## src/design/lspq_pkg.sv

```systemverilog
// Shared types, constants and result status codes for the linear scan priority queue.
package lspq_pkg;

    // Fixed field widths of the item and result transfers.
    localparam int DATA_W   = 32;
    localparam int PRIO_W   = 16;
    localparam int STATUS_W = 2;
    localparam int OCC_W    = 5;

    // Defaults for the top-level parameters.
    localparam int DEFAULT_CAPACITY   = 16;
    localparam int DEFAULT_VALUE_BITS = 32;

    // Operation codes.
    localparam logic OP_ENQUEUE = 1'b0;
    localparam logic OP_DEQUEUE = 1'b1;

    // Result status codes.
    localparam logic [STATUS_W-1:0] STATUS_OK    = 2'd0;
    localparam logic [STATUS_W-1:0] STATUS_EMPTY = 2'd1;
    localparam logic [STATUS_W-1:0] STATUS_FULL  = 2'd2;

    // One finished result handed from the sequencer to the output register.
    typedef struct packed {
        logic                       valid;
        logic signed [DATA_W-1:0]   value;
        logic [STATUS_W-1:0]        status;
        logic [OCC_W-1:0]           occupancy;
    } result_t;

endpackage

```

## src/design/lspq_ram.sv

```systemverilog
// Entry memory: one write port and one read port with registered read data.
module lspq_ram #(
    parameter int DEPTH = 16,
    parameter int WIDTH = 48
) (
    input  logic                     clk,
    input  logic                     wr_en,
    input  logic [$clog2(DEPTH)-1:0] wr_addr,
    input  logic [WIDTH-1:0]         wr_data,
    input  logic [$clog2(DEPTH)-1:0] rd_addr,
    output logic [WIDTH-1:0]         rd_data
);

    logic [WIDTH-1:0] mem [DEPTH];
    logic [WIDTH-1:0] rd_data_reg;

    // Write and read both take effect at the clock edge.
    always_ff @(posedge clk)
    begin
        if (wr_en)
        begin
            mem[wr_addr] <= wr_data;
        end
        rd_data_reg <= mem[rd_addr];
    end

    assign rd_data = rd_data_reg;

endmodule

```

## src/design/lspq_ctrl.sv

```systemverilog
// Sequencer: appends entries, scans for the highest priority and compacts the memory.
module lspq_ctrl #(
    parameter int CAPACITY   = 16,
    parameter int VALUE_BITS = 32
) (
    input  logic                                  clk,
    input  logic                                  rst_n,
    input  logic                                  in_valid,
    output logic                                  in_stall,
    input  logic                                  operation,
    input  logic signed [lspq_pkg::DATA_W-1:0]    item_value,
    input  logic signed [lspq_pkg::PRIO_W-1:0]    item_priority,
    input  logic                                  out_free,
    output lspq_pkg::result_t                     result,
    output logic                                  wr_en,
    output logic [$clog2(CAPACITY)-1:0]           wr_addr,
    output logic [VALUE_BITS+lspq_pkg::PRIO_W-1:0] wr_data,
    output logic [$clog2(CAPACITY)-1:0]           rd_addr,
    input  logic [VALUE_BITS+lspq_pkg::PRIO_W-1:0] rd_data
);

    import lspq_pkg::*;

    localparam int AW = $clog2(CAPACITY);
    localparam int CW = $clog2(CAPACITY + 1);
    localparam int EW = VALUE_BITS + PRIO_W;

    localparam logic [1:0] ST_IDLE   = 2'd0;
    localparam logic [1:0] ST_SCAN   = 2'd1;
    localparam logic [1:0] ST_SHIFT  = 2'd2;
    localparam logic [1:0] ST_FINISH = 2'd3;

    logic [1:0]                 state_reg, state_next;
    logic [CW-1:0]              count_reg, count_next;
    logic [AW-1:0]              idx_reg, idx_next;
    logic [AW-1:0]              best_idx_reg, best_idx_next;
    logic signed [PRIO_W-1:0]   best_prio_reg, best_prio_next;
    logic signed [DATA_W-1:0]   res_value_reg, res_value_next;
    logic [STATUS_W-1:0]        res_status_reg, res_status_next;

    logic                       accept;
    logic                       full;
    logic [63:0]                item_ext;
    logic [63:0]                rd_value_ext;
    logic signed [PRIO_W-1:0]   rd_prio;
    logic                       take;
    logic [AW-1:0]              best_idx_now;
    logic signed [PRIO_W-1:0]   best_prio_now;
    logic signed [DATA_W-1:0]   best_value_now;
    logic                       scan_last;
    logic                       best_is_last;
    logic                       shift_last;

    assign accept   = in_valid && !in_stall;
    assign in_stall = (state_reg != ST_IDLE);
    assign full     = (count_reg == CW'(CAPACITY));

    // Stored words are VALUE_BITS wide; widen through 64 bits in both directions.
    assign item_ext     = {32'b0, item_value};
    assign rd_value_ext = 64'(rd_data[EW-1:PRIO_W]);
    assign rd_prio      = signed'(rd_data[PRIO_W-1:0]);

    // Scan compare: strictly greater keeps the earliest arrival on ties.
    assign take           = (idx_reg == '0) || (rd_prio > best_prio_reg);
    assign best_idx_now   = take ? idx_reg : best_idx_reg;
    assign best_prio_now  = take ? rd_prio : best_prio_reg;
    assign best_value_now = take ? signed'(rd_value_ext[DATA_W-1:0]) : res_value_reg;
    assign scan_last      = (CW'(idx_reg) + CW'(1) == count_reg);
    assign best_is_last   = (CW'(best_idx_now) + CW'(1) == count_reg);
    assign shift_last     = (CW'(idx_reg) + CW'(2) == count_reg);

    // Next-state and memory port logic.
    always_comb
    begin
        state_next      = state_reg;
        count_next      = count_reg;
        idx_next        = idx_reg;
        best_idx_next   = best_idx_reg;
        best_prio_next  = best_prio_reg;
        res_value_next  = res_value_reg;
        res_status_next = res_status_reg;
        wr_en           = 1'b0;
        wr_addr         = count_reg[AW-1:0];
        wr_data         = {item_ext[VALUE_BITS-1:0], item_priority};
        rd_addr         = '0;

        case (state_reg)
            ST_IDLE:
            begin
                if (accept)
                begin
                    res_value_next  = '0;
                    res_status_next = STATUS_OK;
                    idx_next        = '0;
                    state_next      = ST_FINISH;
                    if (operation == OP_ENQUEUE)
                    begin
                        if (full)
                        begin
                            res_status_next = STATUS_FULL;
                        end
                        else
                        begin
                            wr_en      = 1'b1;
                            count_next = count_reg + CW'(1);
                        end
                    end
                    else if (count_reg == '0)
                    begin
                        res_status_next = STATUS_EMPTY;
                    end
                    else
                    begin
                        state_next = ST_SCAN;
                    end
                end
            end

            ST_SCAN:
            begin
                best_idx_next  = best_idx_now;
                best_prio_next = best_prio_now;
                res_value_next = best_value_now;
                if (scan_last)
                begin
                    if (best_is_last)
                    begin
                        count_next = count_reg - CW'(1);
                        state_next = ST_FINISH;
                    end
                    else
                    begin
                        idx_next   = best_idx_now;
                        rd_addr    = best_idx_now + AW'(1);
                        state_next = ST_SHIFT;
                    end
                end
                else
                begin
                    idx_next = idx_reg + AW'(1);
                    rd_addr  = idx_reg + AW'(1);
                end
            end

            ST_SHIFT:
            begin
                // Move the entry read last cycle down by one place.
                wr_en   = 1'b1;
                wr_addr = idx_reg;
                wr_data = rd_data;
                if (shift_last)
                begin
                    count_next = count_reg - CW'(1);
                    state_next = ST_FINISH;
                end
                else
                begin
                    idx_next = idx_reg + AW'(1);
                    rd_addr  = idx_reg + AW'(2);
                end
            end

            ST_FINISH:
            begin
                if (out_free)
                begin
                    state_next = ST_IDLE;
                end
            end

            default:
            begin
                state_next = ST_IDLE;
            end
        endcase
    end

    // Control state.
    always_ff @(posedge clk or negedge rst_n)
    begin
        if (!rst_n)
        begin
            state_reg <= ST_IDLE;
            count_reg <= '0;
        end
        else
        begin
            state_reg <= state_next;
            count_reg <= count_next;
        end
    end

    // Scan pointers and result payload.
    always_ff @(posedge clk)
    begin
        idx_reg        <= idx_next;
        best_idx_reg   <= best_idx_next;
        best_prio_reg  <= best_prio_next;
        res_value_reg  <= res_value_next;
        res_status_reg <= res_status_next;
    end

    // The result leaves once the output register can take the transfer.
    assign result.valid     = (state_reg == ST_FINISH) && out_free;
    assign result.value     = res_value_reg;
    assign result.status    = res_status_reg;
    assign result.occupancy = OCC_W'(count_reg);

    // Occupancy never exceeds the capacity.
    assert property (@(posedge clk) disable iff (!rst_n)
        count_reg <= CW'(CAPACITY))
        else $error("entry count above capacity");

    // An enqueue into a queue with room grows the count by one.
    assert property (@(posedge clk) disable iff (!rst_n)
        (accept && operation == OP_ENQUEUE && !full)
        |=> (count_reg == $past(count_reg) + CW'(1)))
        else $error("enqueue did not grow the count");

    // Compaction writes stay inside the stored entries.
    assert property (@(posedge clk) disable iff (!rst_n)
        (state_reg == ST_SHIFT) |-> (CW'(wr_addr) + CW'(1) < count_reg))
        else $error("compaction write beyond stored entries");

    // An empty result carries a zero value and zero occupancy.
    assert property (@(posedge clk) disable iff (!rst_n)
        (result.valid && result.status == STATUS_EMPTY)
        |-> (result.value == '0 && result.occupancy == '0))
        else $error("empty result with data");

endmodule

```

## src/design/linear_scan_priority_queue.sv

```systemverilog
// Top level: bounded priority queue with entry memory, sequencer and output register.
// Timing: an enqueue, a full enqueue or an empty dequeue goes from its transfer to the finish
// state and then loads the output register. A dequeue scans every stored entry through the
// single memory read port, compacts the entries above the winner down by one place and finishes.
// A new item is taken the cycle after the previous result loads the output register, so no
// item is taken while one is in progress, and a result waits while the output register is
// stalled. Reset clears the count; memory is not cleared.
module linear_scan_priority_queue #(
    parameter int CAPACITY   = lspq_pkg::DEFAULT_CAPACITY,
    parameter int VALUE_BITS = lspq_pkg::DEFAULT_VALUE_BITS
) (
    input  logic                                  clk,
    input  logic                                  rst_n,
    input  logic                                  in_valid,
    output logic                                  in_stall,
    input  logic                                  operation,
    input  logic signed [lspq_pkg::DATA_W-1:0]    item_value,
    input  logic signed [lspq_pkg::PRIO_W-1:0]    item_priority,
    output logic                                  out_valid,
    input  logic                                  out_stall,
    output logic signed [lspq_pkg::DATA_W-1:0]    out_value,
    output logic [lspq_pkg::STATUS_W-1:0]         status,
    output logic [lspq_pkg::OCC_W-1:0]            occupancy
);

    import lspq_pkg::*;

    localparam int AW = $clog2(CAPACITY);
    localparam int EW = VALUE_BITS + PRIO_W;

    result_t                    result;
    logic                       out_free;
    logic                       wr_en;
    logic [AW-1:0]              wr_addr;
    logic [EW-1:0]              wr_data;
    logic [AW-1:0]              rd_addr;
    logic [EW-1:0]              rd_data;

    logic                       out_valid_reg;
    logic signed [DATA_W-1:0]   out_value_reg;
    logic [STATUS_W-1:0]        status_reg;
    logic [OCC_W-1:0]           occupancy_reg;

    lspq_ram #(
        .DEPTH (CAPACITY),
        .WIDTH (EW)
    ) u_ram (
        .clk     (clk),
        .wr_en   (wr_en),
        .wr_addr (wr_addr),
        .wr_data (wr_data),
        .rd_addr (rd_addr),
        .rd_data (rd_data)
    );

    lspq_ctrl #(
        .CAPACITY   (CAPACITY),
        .VALUE_BITS (VALUE_BITS)
    ) u_ctrl (
        .clk           (clk),
        .rst_n         (rst_n),
        .in_valid      (in_valid),
        .in_stall      (in_stall),
        .operation     (operation),
        .item_value    (item_value),
        .item_priority (item_priority),
        .out_free      (out_free),
        .result        (result),
        .wr_en         (wr_en),
        .wr_addr       (wr_addr),
        .wr_data       (wr_data),
        .rd_addr       (rd_addr),
        .rd_data       (rd_data)
    );

    // The output register can load when empty or when its transfer completes now.
    assign out_free = !out_valid_reg || !out_stall;

    // Output register valid flag.
    always_ff @(posedge clk or negedge rst_n)
    begin
        if (!rst_n)
        begin
            out_valid_reg <= 1'b0;
        end
        else if (result.valid)
        begin
            out_valid_reg <= 1'b1;
        end
        else if (!out_stall)
        begin
            out_valid_reg <= 1'b0;
        end
    end

    // Output register payload.
    always_ff @(posedge clk)
    begin
        if (result.valid)
        begin
            out_value_reg <= result.value;
            status_reg    <= result.status;
            occupancy_reg <= result.occupancy;
        end
    end

    assign out_valid = out_valid_reg;
    assign out_value = out_value_reg;
    assign status    = status_reg;
    assign occupancy = occupancy_reg;

endmodule

```

## config.mk

```make
export PLATFORM = sky130hd
export DESIGN_NAME = linear_scan_priority_queue
export DESIGN_NICKNAME = d
export VERILOG_FILES = /design/src/design/lspq_pkg.sv /design/src/design/lspq_ram.sv /design/src/design/lspq_ctrl.sv /design/src/design/linear_scan_priority_queue.sv
export SDC_FILE = /design/constraint.sdc
export NUM_CORES = 1
export LEC_CHECK = 0
export BUFFER_PORTS_ARGS = -buffer_cell sky130_fd_sc_hd__buf_2
export CORE_MARGIN = 2
export CORE_UTILIZATION = 40
export DETAILED_ROUTE_END_ITERATION = 6
export PLACE_DENSITY = 0.62
export SLEW_MARGIN = 20
export SYNTH_ARGS = -nofsm -noshare
export SYNTH_HDL_FRONTEND = slang
export SYNTH_SLANG_ARGS = --single-unit
```

## constraint.sdc

```tcl
create_clock -name clk -period 6.6 [get_ports clk]
set_clock_uncertainty 0.15 [all_clocks]
set_input_delay 0.33 -clock clk [delete_from_list [all_inputs] [get_ports clk]]
set_output_delay 0.33 -clock clk [all_outputs]
set_load 0.02 [all_outputs]
```

==> summary.md, run 1 <==
| Metric | Value |
|---|---|
| Status | completed |
| GR Layer Usage met2 | 0.321 |
| Tot Pwr | 22.6 mW |
| Share of layout cells above drive strength 1 | 0.139 |
| CTS Buffer Depth | 3 |
| Top cells by area, synth | edfxtp_1, mux2i_1, dfxtp_1 |
| Syn Std Cell Area | 0.0374 mm2 |
| Die Width | approximately 310 um |
| Worst Setup End Kind | flop |
| Total Negative Setup Slacks | 0 ns |
| Yosys reg bits | 921 |
| TritonCTS Buffers | 90 |
| Pint | 13.8 mW |
| Post_cts resized | 0 |
| Initial core utilization | 0.402 |
| CTS Sinks | roughly 920 |
| Reg clk slew, reported paths | 0.06 ns |
| Flop2flop setup slack | 0.53 ns |
| Routed Antenna Nets | 0 |
| Die area | 0.0960 mm2 |
| Post-synthesis sequential area ratio | 0.726 |
| Max reg flops | 768 |
| Yosys top cell by area | edfxtp_1 |
| Required @ worst endpoint | 6.91 ns |
| Cell Pwr Density | 532 mW/mm2 |
| RSZ-0062 raised after global routing | false |
| Syn Nets | approximately 2600 |
| Worst vdd ir | 0.572 mV |
| Grt met3 use | 0.0309 |
| Worst hold margin | 0.0671 ns |
| Comb power frac | 0.398 |
| GR Overflow Total | 0 |
| I/O pin count | 94 |
| Crit path DAT | 6.38 ns |
| Routability cong. | about 0.84 |
| Seq pwr share | 0.379 |
| Max-slew violations | 0 |
| Root Buffer Master | clkbuf_16 |
| Final Hold Violating Endpoints | 0 |
| Cell variety after synth | 67 |
| # DRC | 0 |
| Nets | approximately 2700 |
| Tcrit/Tclk final | 0.919 |
| # Post-CTS Setup Buffers | 0 |
| Pleak | approximately 14 nW |
| FFs w/ async S/R, synth | 0.00869 |
| Filler instances | 8102 |
| CP Max Fanout | 18 |
| H-tree level count | 3 |
| Clk pwr share | 0.223 |
| Post-DP HPWL | 50.4 mm |
| DRT Pass-1 Iters | 5 |
| Sw Pwr | 8.80 mW |
| Vias in the first global route | 21751 |
| FP Rows | 112 |
| Setup CP Type | reg -> reg |
| Fmax | 165 MHz |
| Final setup viols | 0 |
| IO Port Bufs | between 90 and 100 |
| Share of the synthesized area in the top cell type | 0.695 |
| GR peak layer | met2 |
| CTS tree | built |
| Routed wire per std cell | roughly 25 um |
| GRT Total Usage | 0.201 |
| Relative slew slack | 0.214 |
| Drt total wl | ~97 mm |
| Final cell count without fillers | 3902 |
| Worst-Skew Late Latency | 0.64 ns |
| Cells after synthesis | 2500 |
| Switching Share | 0.389 |
| Die height | 310 um |
| DP Cell Count | about 3700 |
| Vias | 22152 |
| Hold path cells | 2 |
| Largest net degree at the start of global routing | 127 |
| First-pass GRT wire length | 143 mm |
| Most common flop cell mapped by yosys | edfxtp_1 |
| Number of diodes | 0 |
| Max-cap viol count | 0 |
| Initial antenna violation count | 3 |
| Multi-input gate area | 0.00950 mm2 |
| Avg Synthesized Cell Area | 15.0 um2 |
| Met1 Use GR | 0.288 |
| Post-synth EDFFs | 865 |
| Initial drt markers | about 2500 |
| Area of the core | 0.0930 mm2 |
| Startpoint Class | flop |
| R2R cell count | 17 |
| Register area | between 0.02 and 0.03 mm2 |
| Synthesis-to-layout area growth | 13.6% |
| Synthesis warning total | 0 |
| Worst Hold Class | in -> reg |
| Min Tclk post-route | 6.07 ns |
| Routed vias/inst | 5.68 |
| Worst-Margin Slew | 1.18 ns |
-- path summary, 6_finish.rpt --
path / to / start
worst max-delay path: u_ram.rd_data[14]$_DFF_P_ / u_ctrl.best_prio_reg[15]$_DFFE_PP_
worst min-delay path: u_ram.mem[7][34]$_DFFE_PP_ / item_value[18]
worst max register to register: u_ram.rd_data[14]$_DFF_P_ / u_ctrl.best_prio_reg[15]$_DFFE_PP_
worst min register to register: out_value[31]$_DFFE_PP_ / u_ctrl.res_value_reg[31]$_SDFFCE_PN0P_
max in group asynchronous: u_ctrl.count_reg[1]$_DFFE_PN0P_ / rst_n
min in group asynchronous: u_ctrl.count_reg[4]$_DFFE_PN0P_ / rst_n
-- per-layer routing --
metal	share of wire	routed length, um
met3	0.073	7090
met2	0.46	45200
met1	0.44	42900
met5	0.00025	24
met4	0.022	2100
-- cells by family after synthesis --
logic type,count (synthesis),synth area share
xor gates and xnor gates,20,0.00468
and+or+nand+nor,578,0.0803
adders and majority gates,28,0.00957
DFF,921,0.726
muxes,196,0.0550
buffers and inverters,252,0.0270
AOI/OAI and AO/OA,505,0.0979
-- Yosys cell counts (all sizes together), types with 16 or more instances --
library cell  count
mux2             52
nor2b            98
nor3             57
o311ai           47
edfxtp          865
nand2            74
ha               27
a211oi           96
inv              75
clkbuf          132
a211o            48
nand3b           48
o21ai           107
a21oi            16
o31ai            49
or3              49
a32oi            48
mux2i           142
a31oi            53
and2             43
dfxtp            48
buf              44
nor2            175
-- power by group through the flow --
| stage | Clock (mW) | Sequential, mW | Combinational (mW) |
|---|---|---|---|
| finish | 5.05 | 8.55 | 9.00 |
| global route | 5.36 | 8.63 | 9.71 |
| CTS | 5.13 | 8.55 | 8.98 |
| detailed placement | 0 | 8.66 | 8.93 |
| global placement | 0 | 8.63 | 8.71 |
| floorplan | 0 | 8.61 | 5.78 |
-- layout make-up --
class / count / area share
Inverter: 76 / 0.00677
Clock buffer: 132 / 0.0603
Timing Repair Buffer: 158 / 0.0260
Multi-Input combinational cell: 1327 / 0.224
Sequential cell: 921 / 0.639
Tap cell: 1254 / 0.0369
Clock inverter: 34 / 0.00775
-- per-stage QoR --
stage	area [um2]	util	setup WS, ns
after floorplan	37400	-	1.75
after global placement	39500	0.425	0.592
after detailed placement	39500	0.425	0.627
after CTS	42500	0.457	0.582
after global routing	42500	0.457	0.203
final	42500	0.457	0.534
-- critical path: stages, from the launching register on --
cell and delay, ns:
edfxtp_1 0.32, inv_1 0.04, ha_1 0.31, and4_4 0.25, nand3_1 0.08, a21oi_1 0.44
o211ai_1 0.26, a21oi_1 0.44, o21ai_0 0.21, ha_1 0.36, xnor2_1 0.20, nand2_1 0.08
mux2_1 0.30, or3b_1 0.42, or2_1 0.35, a32oi_4 0.37, nand2_2 0.49, o311ai_0 0.79
-- what timing repair did --
| item | CTS | global route |
|---|---|---|
| endpoints found under the setup margin | 0 | 0 |
| hold endpoints to repair | 18 | 0 |
| hold buffers | 5 | 0 |
-- cell usage in the layout, fill, tap and decap left out, drive strengths merged, types with 43 or more instances in the layout --
cell and n:
a32oi 48, mux2 52, inv 79, mux2i 142, edfxtp 865, o21ai 107, a211oi 96, or3 49
buf 153, a31oi 53, dfxtp 48, o31ai 49, clkbuf 132, nor2b 98, a211o 48, nand2 74
o311ai 47, nor3 57, nand3b 48, nor2 175, and2 43
(Power assumes the default switching activity.)
==> run 2: changes to the inputs <==
--- a/config.mk
+++ b/config.mk
@@ -10,6 +10,7 @@
 export CORE_UTILIZATION = 40
 export DETAILED_ROUTE_END_ITERATION = 6
 export PLACE_DENSITY = 0.62
+export RECOVER_POWER = 50
 export SLEW_MARGIN = 20
 export SYNTH_ARGS = -nofsm -noshare
 export SYNTH_HDL_FRONTEND = slang
==> run 2 against run 1 <==
The run now ends with max-capacitance violations, max-slew violations left. Sequential power barely moved. Non-clock buffer count did not move. Worst hold slack improved by 0.12 ns. Total power fell by 0.38%. Sequential cell count did not move. Die area did not move. Design area fell by 0.23%. First-iteration DRC count rose by 1.8%. Register-to-register slack improved by 0.03 ns. Global-route usage did not move. Final cell count did not move. Sequential share of layout area rose by 0.15 points. Critical endpoint unchanged. Highest routed layer unchanged.
==> summary.md, run 2 (synthesis gave the netlist of run 1 again) <==
| Metric | Value |
|---|---|
| Worst Setup End Kind | flop |
| Routed vias/inst | 5.66 (-0.25%) |
| Root Buffer Master | clkbuf_16 |
| CTS Buffer Depth | 3 (unchanged) |
| Largest net degree at the start of global routing | 127 (unchanged) |
| # Post-CTS Setup Buffers | 0 (unchanged) |
| Crit path DAT | 6.35 ns (-0.03 ns) |
| GR Overflow Total | 0 (unchanged) |
| RSZ-0062 raised after global routing | false |
| Total Negative Setup Slacks | 0 ns (unchanged) |
| DRT Pass-1 Iters | 5 (unchanged) |
| Hold path endpoint | u_ram.mem[6][32]$_DFFE_PP_ |
| FP Rows | 112 (unchanged) |
| GRT Total Usage | 0.201 (unchanged) |
| Routability cong. | 0.840 (unchanged) |
| Filler instances | 8138 (+0.44%) |
| Setup CP Type | reg -> reg |
| Relative slew slack | -0.449 (-0.663) |
| Startpoint of the worst hold path | item_value[16] |
| Synthesis-to-layout area growth | 13.3% |
| Initial core utilization | 0.402 (unchanged) |
| Fmax | 166 MHz (+0.58%) |
| Worst-Skew Late Latency | 0.65 ns (about the same) |
| Die Width | 310 um (unchanged) |
| Worst-Margin Slew | 2.17 ns (+0.997 ns) |
| Initial antenna violation count | 3 (unchanged) |
| CP Max Fanout | 18 (unchanged) |
| Tcrit/Tclk final | 0.914 (-0.00527) |
| Final Hold Violating Endpoints | 0 (unchanged) |
| Min Tclk post-route | 6.03 ns (-0.0348 ns) |
| First-pass GRT wire length | 143 mm (unchanged) |
| CTS tree | built |
| Drt total wl | 97.2 mm (about the same) |
| Post_cts resized | 0 (unchanged) |
| Die height | 310 um (unchanged) |
| # DRC | 0 (unchanged) |
| Max-slew violations | 102 (+102) |
| Multi-input gate area | 0.00946 mm2 (-0.41%) |
| Max-cap viol count | 4 (+4) |
| Hold path cells | 2 (unchanged) |
| Startpoint Class | flop |
| CTS Sinks | 921 (unchanged) |
| Failing checks | max-capacitance violations, max-slew violations |
| Post-DP HPWL | 50.4 mm (unchanged) |
| Share of layout cells above drive strength 1 | 0.102 (-0.0363) |
| Reg-to-Reg End | u_ram.rd_data[14]$_DFF_P_ |
| Worst hold margin | 0.184 ns (+0.117 ns) |
| Final Cell Area | 0.0424 mm2 (-0.23%) |
| Area of the core | 0.0930 mm2 (unchanged) |
| Vias in the first global route | 21751 (unchanged) |
| IO Port Bufs | 93 (unchanged) |
| Routed Antenna Nets | 0 (unchanged) |
| R2R cell count | 17 (unchanged) |
| Initial drt markers | 2555 (+1.8%) |
| Cell Pwr Density | 531 mW/mm2 (-0.15%) |
| I/O pin count | 94 (unchanged) |
| Die area | 0.0960 mm2 (unchanged) |
| Reg2reg start | u_ctrl.best_prio_reg[15]$_DFFE_PP_ |
| Worst vdd ir | 0.573 mV (+0.26%) |
| Final setup viols | 0 (unchanged) |
| H-tree level count | 3 (unchanged) |
| Pleak | 13.6 nW (-0.95%) |
| Register area | 0.0271 mm2 (unchanged) |
| DP Area | 0.0395 mm2 (unchanged) |
| Nets | 2655 (unchanged) |
| Flop2flop setup slack | 0.57 ns (+0.03 ns) |
| Number of diodes | 0 (unchanged) |
| Leading cell type in the layout, fill and taps excluded | edfxtp_1 |
| Status | finished with violations |
| Reg clk slew, reported paths | 0.06 ns (about the same) |
| Max reg flops | 768 (unchanged) |
| Routed wire per std cell | 24.9 um (about the same) |
| # hold bufs at CTS | 5 (unchanged) |
| Most frequent cells in the layout | edfxtp_1, nor2_1, mux2i_1 |
| Vias | 22096 (-0.25%) |
| TritonCTS Buffers | 90 (unchanged) |
| Worst Hold Class | in -> reg |
| Required @ worst endpoint | 6.91 ns (about the same) |
-- run 2: cell types whose count changed in the layout (fill, tap and decap cells not counted), sizes merged --
cell,before,now
buf,153,110
clkbuf,132,175
-- run 2: cell type report --
class	count	area share
clock buffers	132	0.0605
clock inverters	34	0.00776
inverters	76	0.00679
multi-input cells	1327	0.223
flip-flops and latches	921	0.640
well taps	1254	0.0370
repair buffers	158	0.0246
-- run 2: how the worst max path moves through the flow --
stage / startpoint / end / slack [ns] / cells after the start
2_1_floorplan: u_ctrl.best_prio_reg[15]$_DFFE_PP_ / u_ram.rd_data[16]$_DFF_P_ / 1.75 / 22
3_3_place_gp: u_ctrl.best_prio_reg[15]$_DFFE_PP_ / u_ram.rd_data[14]$_DFF_P_ / 0.59 / 17
3_5_place_dp: u_ctrl.best_prio_reg[15]$_DFFE_PP_ / u_ram.rd_data[14]$_DFF_P_ / 0.63 / 17
4_1_cts: u_ctrl.best_prio_reg[15]$_DFFE_PP_ / u_ram.rd_data[14]$_DFF_P_ / 0.58 / 17
5_1_grt: u_ctrl.best_prio_reg[15]$_DFFE_PP_ / u_ram.rd_data[14]$_DFF_P_ / 0.20 / 17
6_report: u_ctrl.best_prio_reg[15]$_DFFE_PP_ / u_ram.rd_data[14]$_DFF_P_ / 0.57 / 17
-- run 2: power by group --
part	leakage [nW]	internal (mW)	switching, mW
combinational	3.86	2.64	6.24
sequential	8.35	8.15	0.425
clock	1.40	2.93	2.13
-- run 2: routing by layer --
layer / up-vias / routed length, um / track usage
li1: 9814 / - / -
met1: 11282 / 43100 / 0.288
met2: 861 / 45100 / 0.321
met3: 135 / 7020 / 0.0309
met4: 4 / 1930 / 0.0544
met5: - / 33 / 0
-- run 2: critical path, stage by stage (launching register included) --
cell and delay [ns]:
edfxtp_1 0.32, inv_1 0.04, ha_1 0.30, and4_4 0.25, nand3_1 0.08, a21oi_1 0.43, o211ai_1 0.26, a21oi_1 0.43
o21ai_0 0.22, ha_1 0.36, xnor2_1 0.20, nand2_1 0.08, mux2_1 0.30, or3b_1 0.42, or2_1 0.35, a32oi_4 0.37
nand2_2 0.49, o311ai_0 0.76
-- run 2: metrics by stage --
stage                util  cells  total power, mW  worst slack (ns)
global route        0.456   3902             23.6             0.203
detailed placement  0.425   3731             17.6             0.627
finish              0.456   3902             22.5             0.569
CTS                 0.457   3902             22.7             0.582
global placement    0.425   3731             17.3             0.592
floorplan               -   2500             14.4              1.75
==> run 3: changes to the inputs <==
--- a/config.mk
+++ b/config.mk
@@ -6,10 +6,11 @@
 export NUM_CORES = 1
 export LEC_CHECK = 0
 export BUFFER_PORTS_ARGS = -buffer_cell sky130_fd_sc_hd__buf_2
+export CORE_ASPECT_RATIO = 0.6
 export CORE_MARGIN = 2
 export CORE_UTILIZATION = 40
 export DETAILED_ROUTE_END_ITERATION = 6
-export PLACE_DENSITY = 0.62
+export PLACE_DENSITY = 0.66
 export RECOVER_POWER = 50
 export SLEW_MARGIN = 20
 export SYNTH_ARGS = -nofsm -noshare
==> run 3 against run 2 <==
First-iteration DRC count up 15%. The run still ends with max-capacitance violations, max-slew violations left. Design area about the same. Worst hold slack worse by 0.055 ns. Sequential share of layout area about the same. Critical path type unchanged. Die area about the same. Highest routed layer unchanged. Setup slack worse by 0.18 ns. Sequential cell count unchanged. Register-to-register slack worse by 0.18 ns.
==> summary.md, run 3 (synthesis gave the netlist of run 1 again) <==
| Metric | Value |
|---|---|
| Failing checks | max-capacitance violations, max-slew violations |
| Initial core utilization | 0.406 (+0.00363) |
| Leading cell type in the layout, fill and taps excluded | edfxtp_1 |
| Post-route worst setup slack | 0.385 ns (-0.184 ns) |
| Post-DP HPWL | 53.3 mm (+5.7%) |
| Delay-heaviest family, CP | compound AO/OA/AOI/OAI gates |
| Root Buffer Master | clkbuf_16 |
| Status | finished with violations |
| WP buf/inv | 2 (+1) |
| Vias | 22373 (+1.3%) |
| First-pass GRT wire length | 146 mm (+2.1%) |
| Die height | 241 um (-22%) |
| Worst-Margin Slew | 2.11 ns (-0.0659 ns) |
| Final setup viols | 0 (unchanged) |
| Crit path DAT | 6.53 ns (+0.18 ns) |
| Min Tclk post-route | 6.22 ns (+0.184 ns) |
| Tcrit/Tclk final | 0.942 (+0.0278) |
| RSZ-0062 raised after global routing | false |
| Cell Pwr Density | 532 mW/mm2 (+0.18%) |
| # Post-CTS Setup Buffers | 0 (unchanged) |
| CTS tree | built |
| Pleak | 13.6 nW (+0.28%) |
| CP Max Fanout | 20 (+2) |
| Filler instances | 7865 (-3.4%) |
| Total Negative Setup Slacks | 0 ns (unchanged) |
| Largest net degree at the start of global routing | 117 (-7.9%) |
| Routability cong. | 0.826 (-1.7%) |
| Worst Hold Class | in -> reg |
| GR Overflow Total | 0 (unchanged) |
| Required @ worst endpoint | 6.92 ns (about the same) |
| Setup CP Type | reg -> reg |
| GRT Total Usage | 0.207 (+0.00613) |
| # DRC | 0 (unchanged) |
| Synthesis-to-layout area growth | 13.3% (about the same) |
| Delay of the slowest cell on the worst path | 0.50 ns (-0.26 ns) |
| Worst Setup End Kind | flop |
| Max reg flops | 768 (unchanged) |
| Worst-Skew Late Latency | 0.67 ns (+0.02 ns) |
| Die Width | 399 um (+29%) |
| Max-slew violations | 89 (-13%) |
| Final Hold Violating Endpoints | 0 (unchanged) |
| Crit-path cells | inv_1, ha_1, and4_4, a21oi_1, and4_1, o211ai_1, a21oi_1, o21ai_0, ha_1, xnor2_1, nand2_1, mux2_1, or3b_1, or2_1, a22oi_1, nor2_4, buf_4, a32oi_1, o311ai_0 |
| Worst vdd ir | 0.547 mV (-4.7%) |
| Multi-input gate area | 0.00946 mm2 (unchanged) |
| Fmax | 161 MHz (-3.0%) |
| Share of layout cells above drive strength 1 | 0.107 (+0.00436) |
| TritonCTS Buffers | 81 (-10%) |
| Nets | 2656 (+0.038%) |
| Drt total wl | 100 mm (+3.0%) |
| Initial drt markers | 2928 (+15%) |
| Startpoint Class | flop |
| Die area | 0.0960 mm2 (about the same) |
| Slowest-stage cell, CP | a22oi_1 |
| Area of the core | 0.0922 mm2 (-0.90%) |
| Relative slew slack | -0.418 (+0.0313) |
| IO Port Bufs | 93 (unchanged) |
| Routed Antenna Nets | 0 (unchanged) |
| DRT Pass-1 Iters | 5 (unchanged) |
| Routed wire per std cell | 25.8 um (+3.7%) |
| CTS Buffer Depth | 3 (unchanged) |
| FP Rows | 86 (-23%) |
| CTS Sinks | 921 (unchanged) |
| Place WS | 0.552 ns (-0.0756 ns) |
| Most frequent cells in the layout | edfxtp_1, nor2_1, mux2i_1 |
| Routed vias/inst | 5.77 (+1.9%) |
| Register area | 0.0271 mm2 (unchanged) |
| H-tree level count | 3 (unchanged) |
| I/O pin count | 94 (unchanged) |
| Max-cap viol count | 4 (unchanged) |
| Vias in the first global route | 21863 (+0.51%) |
| Reg clk slew, reported paths | 0.07 ns (about the same) |
| Initial antenna violation count | 2 (-1) |
==> run 3: cell count changes in the layout (fill, tap and decap cells not counted), sizes merged <==
cell | before | now
clkinv | 20 | 26
diode | 0 | 1
clkinvlp | 5 | 0
bufinv | 6 | 7
clkbuf | 175 | 154
inv | 79 | 82
buf | 110 | 121
==> run 3: final timing paths <==
path                                                        start                         endpoint  slack (ns)  depth (start not counted)
max reg2reg                    u_ctrl.best_prio_reg[15]$_DFFE_PP_         u_ram.rd_data[5]$_DFF_P_        0.38                         19
min                                                 item_value[7]       u_ram.mem[4][23]$_DFFE_PP_        0.13                          2
max                            u_ctrl.best_prio_reg[15]$_DFFE_PP_         u_ram.rd_data[5]$_DFF_P_        0.38                         19
max in group asynchronous                                   rst_n  u_ctrl.count_reg[2]$_DFFE_PN0P_        5.51                          3
min in group asynchronous                                   rst_n  u_ctrl.state_reg[1]$_DFFE_PN0P_        0.50                          3
min reg2reg                u_ctrl.res_value_reg[12]$_SDFFCE_PN0P_          out_value[12]$_DFFE_PP_        0.27                          0
==> run 3: layout make-up <==
| type | count | share of cell area |
|---|---|---|
| antenna | 1 | 0.0000590 |
| tap | 1232 | 0.0364 |
| sequential | 921 | 0.640 |
| clock inverter | 39 | 0.00998 |
| clock buffer | 112 | 0.0544 |
| multi-input combinational | 1327 | 0.223 |
| timing repair buffer | 168 | 0.0292 |
| inverter | 76 | 0.00679 |
==> run 3: stage by stage <==
step | hold slack (ns) | area, um2 | power, mW | util | std cells
2_1_floorplan | -0.116 | 37400 | 14.4 | - | 2500
3_3_place_gp | 0.0366 | 39700 | 17.5 | 0.430 | 3718
3_5_place_dp | 0.0428 | 39700 | 17.7 | 0.430 | 3719
4_1_cts | 0.00153 | 42500 | 22.6 | 0.461 | 3875
5_1_grt | 0.156 | 42400 | 23.6 | 0.460 | 3875
6_report | 0.129 | 42400 | 22.6 | 0.460 | 3876
==> run 3: repair_timing <==
item / 4_1_cts / 5_1_grt
gates resized for setup: 0 / 0
hold buffers: 5 / 0
endpoints found under the hold margin: 23 / 0
==> run 3: where the power goes <==
group          switching (mW)  internal [mW]
clock                    2.15           2.74
sequential              0.445           8.14
combinational            6.36           2.72
total                    8.95           13.6
==> run 3: metal layers <==
layer / GRT usage / routed length [um] / vias to the layer above / share of wire
li1: - / - / 9798 / -
met1: 0.305 / 43700 / 11202 / 0.44
met2: 0.313 / 44200 / 1201 / 0.44
met3: 0.0370 / 9620 / 170 / 0.096
met4: 0.0656 / 2650 / 2 / 0.026
met5: 0 / 13 / - / 0.00013
